<file path="config.mk">
export PLATFORM = sky130hd
export DESIGN_NAME = mmtq_cmd_fifo
export DESIGN_NICKNAME = d
export VERILOG_FILES = /design/src/rtl/mmtq_pkg.sv /design/src/rtl/mmtq_cmd_fifo.sv
export SDC_FILE = /design/constraint.sdc
export NUM_CORES = 1
export LEC_CHECK = 0
export ABC_AREA = 0
export BUFFER_PORTS_ARGS = -buffer_cell sky130_fd_sc_hd__buf_2
export CAP_MARGIN = 20
export CORE_ASPECT_RATIO = 1.4
export CORE_MARGIN = 8
export CORE_UTILIZATION = 52
export DETAILED_ROUTE_END_ITERATION = 16
export PLACE_DENSITY = 0.79
export SLEW_MARGIN = 5
export SYNTH_ARGS = -nofsm -noshare
export SYNTH_HDL_FRONTEND = slang
export SYNTH_SLANG_ARGS = --single-unit
export TNS_END_PERCENT = 100
</file>
<file path="constraint.sdc">
create_clock -name clk -period 2.5 [get_ports clk]
set_input_delay 0.5 -clock clk [delete_from_list [all_inputs] [get_ports clk]]
set_output_delay 0.5 -clock clk [all_outputs]
set_load 0.02 [all_outputs]
</file>
<file path="src/rtl/mmtq_pkg.sv">
`timescale 1ns / 1ps

package mmtq_pkg;

    // Command codes carried on the opcode field
    localparam logic [2:0] OP_RAW     = 3'd0;
    localparam logic [2:0] OP_NOTE_ON = 3'd1;
    localparam logic [2:0] OP_NOTE_OFF = 3'd2;
    localparam logic [2:0] OP_PROGRAM = 3'd3;
    localparam logic [2:0] OP_CONTROL = 3'd4;
    localparam logic [2:0] OP_BEND    = 3'd5;
    localparam logic [2:0] OP_GM_ON   = 3'd6;
    localparam logic [2:0] OP_DRAIN   = 3'd7;

    // MIDI status nibbles and fixed bytes
    localparam logic [7:0] ST_NOTE_ON  = 8'h90;
    localparam logic [7:0] ST_NOTE_OFF = 8'h80;
    localparam logic [7:0] ST_PROGRAM  = 8'hC0;
    localparam logic [7:0] ST_CONTROL  = 8'hB0;
    localparam logic [7:0] ST_BEND     = 8'hE0;
    localparam logic [7:0] SYSEX_START = 8'hF0;
    localparam logic [7:0] SYSEX_NONRT = 8'h7E;
    localparam logic [7:0] SYSEX_ALL   = 8'h7F;
    localparam logic [7:0] SYSEX_GM    = 8'h09;
    localparam logic [7:0] SYSEX_GM_ON = 8'h01;
    localparam logic [7:0] SYSEX_END   = 8'hF7;

    // Ring queue default size and device FIFO limits
    localparam int QUEUE_DEPTH_DEF = 1024;
    localparam int TX_FIFO_DEPTH   = 16;
    localparam int MAX_RESULTS     = 16;
    localparam int ROOM_LIMIT      = (TX_FIFO_DEPTH < MAX_RESULTS) ? TX_FIFO_DEPTH
                                                                   : MAX_RESULTS;
    localparam logic [4:0] ROOM_MAX = 5'(ROOM_LIMIT);

    localparam int MSG_BYTES = 6;

    typedef logic [9:0]  level_t;
    typedef logic [15:0] drop_t;
    typedef logic [4:0]  room_t;

    // One classified command as handed from the front to the back
    typedef struct packed {
        logic                       drain;
        logic [2:0]                 count;
        logic [MSG_BYTES-1:0][7:0]  bytes;
        room_t                      room;
    } cmd_t;

endpackage

</file>
<file path="src/rtl/mmtq_cmd_fifo.sv">
`timescale 1ns / 1ps

module mmtq_cmd_fifo
(
    input  logic                clk,
    input  logic                rst_n,
    input  logic                push,
    input  mmtq_pkg::cmd_t      push_data,
    output logic                full,
    input  logic                pop,
    output mmtq_pkg::cmd_t      pop_data,
    output logic                empty
);

    mmtq_pkg::cmd_t entry_reg [2];
    logic       wr_ptr_reg;
    logic       wr_ptr_next;
    logic       rd_ptr_reg;
    logic       rd_ptr_next;
    logic [1:0] cnt_reg;
    logic [1:0] cnt_next;

    assign full     = (cnt_reg == 2'd2);
    assign empty    = (cnt_reg == 2'd0);
    assign pop_data = entry_reg[rd_ptr_reg];

    // Advance pointers and occupancy
    always_comb
    begin
        wr_ptr_next = wr_ptr_reg ^ push;
        rd_ptr_next = rd_ptr_reg ^ pop;
        cnt_next    = cnt_reg + {1'b0, push} - {1'b0, pop};
    end

    always_ff @(posedge clk or negedge rst_n)
    begin
        if (!rst_n)
        begin
            wr_ptr_reg <= 1'b0;
            rd_ptr_reg <= 1'b0;
            cnt_reg    <= 2'd0;
        end
        else
        begin
            wr_ptr_reg <= wr_ptr_next;
            rd_ptr_reg <= rd_ptr_next;
            cnt_reg    <= cnt_next;
        end
    end

    // Store the entry
    always_ff @(posedge clk)
    begin
        if (push)
        begin
            entry_reg[wr_ptr_reg] <= push_data;
        end
    end

endmodule

</file>
==> results.sh <==
export IMPL_status="complete, no violations"
export IMPL_largest_register_ffs=114
export IMPL_avgSynthCellArea_um2=22.8
export IMPL_dpl_hpwl_um=5560
export IMPL_synthCells=193
export IMPL_yosysSeqAreaShare_pct=80.1
export IMPL_antenna_found_initial=0
export IMPL_ir_drop_uv=1040
export IMPL_clock_skew_ps=4.06
export IMPL_worstSetupPathType="flip-flop to primary output"
export IMPL_hold_start="push_data[13]"
export IMPL_synth_warnings=0
export IMPL_grt_pass1_vias=2558
export IMPL_min_delay_path_class="input port to flip-flop"
export IMPL_hold_end="entry_reg[1][13]"
export IMPL_viasPerCell=4.99
export IMPL_wl_per_cell_um=18.3
export IMPL_finalSetupViolCount=0
export IMPL_die_area_mm2=0.0117
export IMPL_cp_data_required_time_ps=2000
export IMPL_area_growth_pct=29.3
export IMPL_r2r_end="entry_reg[0][50]"
export IMPL_power_density_mw_per_mm2=1240
export IMPL_portBuffers=119
export IMPL_post_cts_buffers=0
export IMPL_maxSlewHeadroom_pct=69.6
export IMPL_ant_nets=0
export IMPL_ios=120
export IMPL_path_max_fanout=58
export IMPL_h_tree_depth=4
export IMPL_layout_min_cycle_time_ps=2170
export IMPL_ys_ff_latch=118
export IMPL_worstHoldPathCells=1
export IMPL_num_vias=2226
export IMPL_antenna_cells=0
export IMPL_nets=396
export IMPL_postCtsHoldBufs=1
export IMPL_routed_wl_um=8140
export IMPL_overflow=0
export IMPL_drc=0
export IMPL_fin_ws_ps=333
export IMPL_clkLatencyLatePin_ps=390
export IMPL_start_util_pct=53.6
export IMPL_grt_pass1_wl_um=12400
export IMPL_finalCritPeriodShare_pct=86.7
export IMPL_synth_cell_types=12
export IMPL_maxCapViolCount=0
export IMPL_rows=39
export IMPL_tns_ps=0
export IMPL_hold_viol_final=0
export IMPL_crit_start="rd_ptr_reg"
export IMPL_drtIter0Drc=109
export IMPL_startpoint_type="flip-flop"
export IMPL_r2r_slack_ps=1130
export IMPL_cts_sinks=118
export IMPL_drtPass1Iterations=4
export IMPL_cts_root_buf="clkbuf_16"
export IMPL_cts_made_buffers=17
export IMPL_syn_area_mm2=0.00440
export IMPL_arrival_ps=1670
export IMPL_maxSlewViolCount=0
export IMPL_leakagePower_nw=2.27
export IMPL_worst_pin_slew_ps=457
export IMPL_endpoint_kind="primary output"
export IMPL_max_freq_mhz=461
export IMPL_cts_reportedPaths_clkPinSlew_ps=50
export IMPL_rsz0062_at_grt="false"
export IMPL_die_x_um=93.7
export IMPL_grt_max_degree=59
export IMPL_drive_above_1_share_pct=61.0
export IMPL_pre_cts_ws_ps=725
export IMPL_reg2reg_depth=3
export IMPL_post_cts_resized=0
export IMPL_track_usage_pct=14.6
export IMPL_die_h_um=125
export IMPL_gp_congestion=0.689
export IMPL_cts_tree="built"
export IMPL_reg2reg_from="wr_ptr_reg"
export IMPL_clock_path_buffers=2
export IMPL_core_area_mm2=0.00820
export IMPL_synth_nets=258
## worst max-delay path by stage
stage | slack (ps) | to
3_5_place_dp | 720 | pop_data[8]
3_3_place_gp | 730 | pop_data[8]
4_1_cts | 290 | pop_data[8]
5_1_grt | 260 | pop_data[56]
2_1_floorplan | 180 | entry_reg[0][0]
6_report | 330 | pop_data[0]
## cells in the mapped netlist
library cell	number	area, um^2
dfrtp_1	4	100
xor2_1	1	8.76
edfxtp_1	114	3420
nor2b_1	1	6.26
mux2_2	37	417
ha_1	4	50.1
xor3_1	1	23.8
nor2_1	1	3.75
inv_1	4	15.0
mux2_4	20	300
buf_2	3	15.0
buf_6	3	33.8
## where the power goes
group	leakage [nW]	internal [W]	switching (W)
clock	0.271	0.00142	0.000730
combinational	0.886	0.000910	0.00125
sequential	1.12	0.00264	0.000101
total	2.27	0.00496	0.00208
## area by class of cell
class,instances,area [um^2]
sequential,118,3520
fill,571,2510
multi-input combinational,65,815
timing repair buffer,125,656
clock buffer,29,531
tap,102,128
clock inverter,3,15.0
inverter,4,15.0
## layout by cell type (no fill, tap or decap)
cell type      synthesis  layout
buf_4                  0       4
clkbuf_8               0       6
mux2_4                20      20
edfxtp_1             114     114
inv_1                  4       4
clkinv_2               0       3
dfrtp_1                4       3
mux2_2                37      37
nor2_1                 1       1
clkbuf_16              0      17
xor2_1                 1       1
ha_2                   0       2
dfrtp_2                0       1
ha_1                   4       2
buf_12                 0       1
clkbuf_1               0       6
buf_2                  3     119
nor2b_1                1       1
dlygate4sd3_1          0       1
xor3_1                 1       1
## routing by layer
layer	track usage, %	up-vias	share of wire, %	wire length (um)
met5	0	-	0	0
met3	5.73	16	7.0	570
li1	-	1041	-	-
met4	8.62	0	2.5	200
met1	12.5	1095	33	2660
met2	26.7	74	58	4720
## cell families after synthesis
kind of cell             after synthesis  share of synthesized area, %
XOR/XNOR                               2                         0.740
adder cells (fa/ha/maj)                4                          1.14
buffers and inverters                 10                          1.45
flip-flops                           118                          80.1
multiplexers                          57                          16.3
AND/OR/NAND/NOR                        2                         0.228
## metrics by stage
step / hold WS [ps] / cells / power, W / instance area, um^2 / util (%)
6_report: 289 / 446 / 0.00705 / 5680 / 69.3
5_1_grt: 271 / 446 / 0.00735 / 5680 / 69.3
4_1_cts: 268 / 446 / 0.00716 / 5680 / 69.3
3_5_place_dp: 312 / 413 / 0.00499 / 5130 / 62.5
3_3_place_gp: 307 / 413 / 0.00492 / 5130 / 62.5
2_1_floorplan: 204 / 193 / 0.00433 / 4400 / -
## critical path, stage by stage (launching register included)
cell     delay, ps
dfrtp_2        370
buf_12         310
mux2_2         370
buf_2          160
No activity file was read; power rests on OpenSTA's default activity.
