<file path="src/rtl/mmtq_pkg.sv">
`timescale 1ns / 1ps

package mmtq_pkg;

    // Command codes carried on the opcode field
    localparam logic [2:0] OP_RAW     = 3'd0;
    localparam logic [2:0] OP_NOTE_ON = 3'd1;
    localparam logic [2:0] OP_NOTE_OFF = 3'd2;
    localparam logic [2:0] OP_PROGRAM = 3'd3;
    localparam logic [2:0] OP_CONTROL = 3'd4;
    localparam logic [2:0] OP_BEND    = 3'd5;
    localparam logic [2:0] OP_GM_ON   = 3'd6;
    localparam logic [2:0] OP_DRAIN   = 3'd7;

    // MIDI status nibbles and fixed bytes
    localparam logic [7:0] ST_NOTE_ON  = 8'h90;
    localparam logic [7:0] ST_NOTE_OFF = 8'h80;
    localparam logic [7:0] ST_PROGRAM  = 8'hC0;
    localparam logic [7:0] ST_CONTROL  = 8'hB0;
    localparam logic [7:0] ST_BEND     = 8'hE0;
    localparam logic [7:0] SYSEX_START = 8'hF0;
    localparam logic [7:0] SYSEX_NONRT = 8'h7E;
    localparam logic [7:0] SYSEX_ALL   = 8'h7F;
    localparam logic [7:0] SYSEX_GM    = 8'h09;
    localparam logic [7:0] SYSEX_GM_ON = 8'h01;
    localparam logic [7:0] SYSEX_END   = 8'hF7;

    // Ring queue default size and device FIFO limits
    localparam int QUEUE_DEPTH_DEF = 1024;
    localparam int TX_FIFO_DEPTH   = 16;
    localparam int MAX_RESULTS     = 16;
    localparam int ROOM_LIMIT      = (TX_FIFO_DEPTH < MAX_RESULTS) ? TX_FIFO_DEPTH
                                                                   : MAX_RESULTS;
    localparam logic [4:0] ROOM_MAX = 5'(ROOM_LIMIT);

    localparam int MSG_BYTES = 6;

    typedef logic [9:0]  level_t;
    typedef logic [15:0] drop_t;
    typedef logic [4:0]  room_t;

    // One classified command as handed from the front to the back
    typedef struct packed {
        logic                       drain;
        logic [2:0]                 count;
        logic [MSG_BYTES-1:0][7:0]  bytes;
        room_t                      room;
    } cmd_t;

endpackage

</file>
<file path="src/rtl/mmtq_front.sv">
`timescale 1ns / 1ps

module mmtq_front
(
    input  logic                clk,
    input  logic                rst_n,
    input  logic                cfg_valid,
    output logic                cfg_ready,
    input  logic                enable,
    input  logic                in_valid,
    output logic                in_ready,
    input  logic [2:0]          opcode,
    input  logic [7:0]          raw_byte,
    input  logic [3:0]          channel,
    input  logic [6:0]          key,
    input  logic [13:0]         amount,
    input  logic [4:0]          tx_free,
    output logic                cmd_push,
    output mmtq_pkg::cmd_t      cmd_data,
    input  logic                cmd_full
);

    logic enable_reg;
    logic enable_next;
    logic [7:0] vel;

    // Hold the enable register
    assign cfg_ready   = 1'b1;
    assign enable_next = (cfg_valid && cfg_ready) ? enable : enable_reg;

    always_ff @(posedge clk or negedge rst_n)
    begin
        if (!rst_n)
        begin
            enable_reg <= 1'b0;
        end
        else
        begin
            enable_reg <= enable_next;
        end
    end

    // Accept a transaction whenever the command queue has room
    assign in_ready = !cmd_full;
    assign cmd_push = in_valid && in_ready;
    assign vel      = {1'b0, amount[6:0]};

    // Expand the command into its message bytes
    always_comb
    begin
        cmd_data.drain = 1'b0;
        cmd_data.count = 3'd0;
        cmd_data.bytes = '0;
        cmd_data.room  = (tx_free > mmtq_pkg::ROOM_MAX) ? mmtq_pkg::ROOM_MAX : tx_free;
        if (enable_reg)
        begin
            unique case (opcode)
                mmtq_pkg::OP_RAW:
                begin
                    cmd_data.count    = 3'd1;
                    cmd_data.bytes[0] = raw_byte;
                end
                mmtq_pkg::OP_NOTE_ON:
                begin
                    cmd_data.count    = 3'd3;
                    cmd_data.bytes[0] = mmtq_pkg::ST_NOTE_ON | {4'd0, channel};
                    cmd_data.bytes[1] = {1'b0, key};
                    cmd_data.bytes[2] = vel;
                end
                mmtq_pkg::OP_NOTE_OFF:
                begin
                    cmd_data.count    = 3'd3;
                    cmd_data.bytes[0] = mmtq_pkg::ST_NOTE_OFF | {4'd0, channel};
                    cmd_data.bytes[1] = {1'b0, key};
                    cmd_data.bytes[2] = 8'd0;
                end
                mmtq_pkg::OP_PROGRAM:
                begin
                    cmd_data.count    = 3'd2;
                    cmd_data.bytes[0] = mmtq_pkg::ST_PROGRAM | {4'd0, channel};
                    cmd_data.bytes[1] = {1'b0, key};
                end
                mmtq_pkg::OP_CONTROL:
                begin
                    cmd_data.count    = 3'd3;
                    cmd_data.bytes[0] = mmtq_pkg::ST_CONTROL | {4'd0, channel};
                    cmd_data.bytes[1] = {1'b0, key};
                    cmd_data.bytes[2] = vel;
                end
                mmtq_pkg::OP_BEND:
                begin
                    cmd_data.count    = 3'd3;
                    cmd_data.bytes[0] = mmtq_pkg::ST_BEND | {4'd0, channel};
                    cmd_data.bytes[1] = vel;
                    cmd_data.bytes[2] = {1'b0, amount[13:7]};
                end
                mmtq_pkg::OP_GM_ON:
                begin
                    cmd_data.count    = 3'd6;
                    cmd_data.bytes[0] = mmtq_pkg::SYSEX_START;
                    cmd_data.bytes[1] = mmtq_pkg::SYSEX_NONRT;
                    cmd_data.bytes[2] = mmtq_pkg::SYSEX_ALL;
                    cmd_data.bytes[3] = mmtq_pkg::SYSEX_GM;
                    cmd_data.bytes[4] = mmtq_pkg::SYSEX_GM_ON;
                    cmd_data.bytes[5] = mmtq_pkg::SYSEX_END;
                end
                mmtq_pkg::OP_DRAIN:
                begin
                    cmd_data.drain = 1'b1;
                end
                default:
                begin
                    cmd_data.drain = 1'b0;
                end
            endcase
        end
    end

endmodule

</file>
<file path="config.mk">
export PLATFORM = sky130hd
export DESIGN_NAME = mmtq_front
export DESIGN_NICKNAME = d
export VERILOG_FILES = /design/src/rtl/mmtq_pkg.sv /design/src/rtl/mmtq_front.sv
export SDC_FILE = /design/constraint.sdc
export NUM_CORES = 1
export LEC_CHECK = 0
export BUFFER_PORTS_ARGS = -buffer_cell sky130_fd_sc_hd__buf_2
export CORE_ASPECT_RATIO = 0.7
export CORE_MARGIN = 3
export CORE_UTILIZATION = 34
export DETAILED_ROUTE_END_ITERATION = 8
export GPL_TIMING_DRIVEN = 0
export PLACE_DENSITY = 0.81
export REMOVE_ABC_BUFFERS = 1
export SYNTH_ARGS = -nofsm -noshare
export SYNTH_HDL_FRONTEND = slang
export SYNTH_SLANG_ARGS = --single-unit
</file>
<file path="constraint.sdc">
create_clock -name clk -period 2 [get_ports clk]
set_input_delay 0.3 -clock clk [delete_from_list [all_inputs] [get_ports clk]]
set_output_delay 0.3 -clock clk [all_outputs]
set_load 0.02 [all_outputs]
</file>
==> metrics.txt <==
Boundary Pins 107; vias 1,113; GRT Util Overall 14.84%; Worst Setup EP cmd_data[32]; Max Cap Viol 0; fin crit period 1.700 ns; CP max stage cell nor2_2; Synth warnings 0; DRC Markers 0; Synth area leaders buf_4 (23%), a21oi_1 (7.6%), mux2i_1 (7.6%), and2_1 (5.4%), nor2b_1 (5.4%); R2R Path Start enable_reg$_DFFE_PN0P_; RePlAce Congestion 0.7151; worst-skew pair later-pin latency 0 ns; final max-slew violation count 0; fraction of final layout cells sized beyond drive strength 1 45.71%; post-route antenna net violation count 0; Clock Power Share 0%; post-synthesis simple-gate area fraction 26.39%; Synth async-reset ratio 100.0%; RSZ-0062 raised after global routing false; Synth Area in Compound Gates 29.12%; Util after Layout 47.71%; final hold violations 0; area leader, netlist buf_4; VDD IR max 166.5 µV; NetSw 219.6 µW; largest family of logic cells by synthesized area buffers and inverters; Chip Width 68.16 µm; Hold WC Path Type in2async; total grt overflow 0; CP arrival 1.40 ns; fin crit share 85.00%; adder-cell share of the synthesized area 0%; Post-synth EDFFs 0; Lkg Pwr 0.0007080 µW; antenna cells 0; initial core utilization 36.57%; Hold Buf Count CTS 0; core area 2515 µm²; Post-Route WL 2732 µm; reg-to-reg setup timing slack 0.91 ns; clock-pin transition on the worst setup and hold timing paths 0 ns; Max Freq 588.2 MHz; row cnt 15; Crit Reg-Reg Endpoint enable_reg$_DFFE_PN0P_; Crit Path Class in2out; crit-path max FO 23; most frequent cells in the layout buf_2 (88), conb_1 (17), a21oi_1 (14); Post-Syn Instances 143; Final #Nets 259; Sw Share 59.40%; crit-path cells clkbuf_4 -> nand2b_1 -> nor2_2 -> buf_2; status finished, final reports clean; XOR/XNOR Fraction of Synth Area 0%; ys flop type dfrtp_1; max reg flops 1; vias in the first global route 928; Die Y 49.52 µm; first-pass GRT wire length 4195 µm; crit path from opcode[2]; Synth cell types 29; commonest non-fill, non-tap cell in the layout buf_2; CP required 1.70 ns; Post-CTS Setup Bufs 0; combinational power share 90.8%; Pre-antenna DRT Iters 4; Setup-failing EPs final 0; vias per cell 4.561; slowest stage delay, CP 0.32 ns; initial antenna violation count 0; die area 3375 µm²; Final Skew 0 ns; sequential share of power 9.2%; post-synthesis mux area share 10.07%; Synth Cell Area 919.6 µm²; DP HPWL 2242 µm; Critical Path End Type output pin; initial DRC count 39; Avg WL per Cell 11.20 µm; #FFs+latches synth 1; reg2reg path depth 1; port buffer count 89; PwrDens 308.1 nW/µm²; CP Launch Type input port; top cell type's share of synthesized area 22.86%; syn_area_per_cell 6.431 µm²; area delta synth->final 30.48%; Tightest Pin Transition 0.6224 ns; internal power 150.1 µW; Setup TNS 0 ns; pin count of the biggest net entering global routing 26; Max-slew headroom 58.51%; sequential share of the synthesized area 2.721%
==> power groups by stage <==
stage | registers (µW) | logic (µW) | clock network [µW]
6_report | 34.0 | 336 | 0
5_1_grt | 37.1 | 368 | 0
4_1_cts | 34.3 | 337 | 0
3_5_place_dp | 34.3 | 336 | 0
3_3_place_gp | 34.0 | 332 | 0
2_1_floorplan | 29.4 | 204 | 0
==> cell type report <==
| type | instances | area [µm²] |
|---|---|---|
| Multi-Input combinational cell | 116 | 669.4 |
| Tap cell | 34 | 42.54 |
| Fill cell | 276 | 1315 |
| Sequential cell | 1 | 25.02 |
| Timing Repair Buffer | 89 | 447.9 |
| Inverter | 4 | 15.01 |
==> how the worst min path moves through the flow <==
stage	endpoint	cells past startpoint	slack [ns]	from
after floorplan	enable_reg$_DFFE_PN0P_	0	0.004	rst_n
after global placement	enable_reg$_DFFE_PN0P_	1	0.08	rst_n
after detailed placement	enable_reg$_DFFE_PN0P_	1	0.08	rst_n
after CTS	enable_reg$_DFFE_PN0P_	1	0.08	rst_n
after global routing	enable_reg$_DFFE_PN0P_	1	0.08	rst_n
final	enable_reg$_DFFE_PN0P_	1	0.08	rst_n
==> Yosys cell counts, types with 3 or more instances <==
library cell,count
nor3_1,7
a21boi_1,4
inv_1,3
a32oi_1,5
and2_1,8
nor2_1,12
nand2_1,7
o21ai_0,9
mux2i_1,7
buf_6,3
nor2b_1,8
a21oi_1,14
clkbuf_1,4
buf_4,28
o22ai_1,7
==> critical path, delay by kind of cell <==
kind	cells	cell delay, ns
buffers and inverters	2	0.52
and+or+nand+nor	2	0.57
==> cell families after synthesis <==
family,Yosys count
and+or+nand+nor,47
buffers and inverters,41
DFF,1
muxes,9
other,2
AOI/OAI and AO/OA,43
==> per-stage QoR <==
stage	total power, µW	cells	area [µm²]	setup WS, ns	hold slack [ns]
6_report	369.7	244	1200	0.2999	0.07523
5_1_grt	405.4	244	1200	0.06018	0.07842
4_1_cts	370.9	244	1195	0.01749	0.07703
3_5_place_dp	370.0	244	1195	0.02122	0.07703
3_3_place_gp	366.3	244	1195	0.04531	0.07553
2_1_floorplan	233.6	121	706.9	-1.688	0.004409
==> what timing repair did <==
| item | in CTS | in global routing |
|---|---|---|
| resized for setup | 0 | 2 |
| endpoints found under the setup margin | 0 | 11 |
| endpoints found under the hold margin | 0 | 0 |
==> per-layer routing <==
layer  part of all wire [%]  vias to the layer above  GRT usage, %  wire (µm)
li1                       -                      587             -          -
met1                     44                      483         22.65       1198
met2                     48                       43         23.68       1300
met3                    8.5                        0         1.139        233
met4                      0                        0        0.3300          0
met5                      0                        -             0          0
Power figures use the tool's default switching activity.
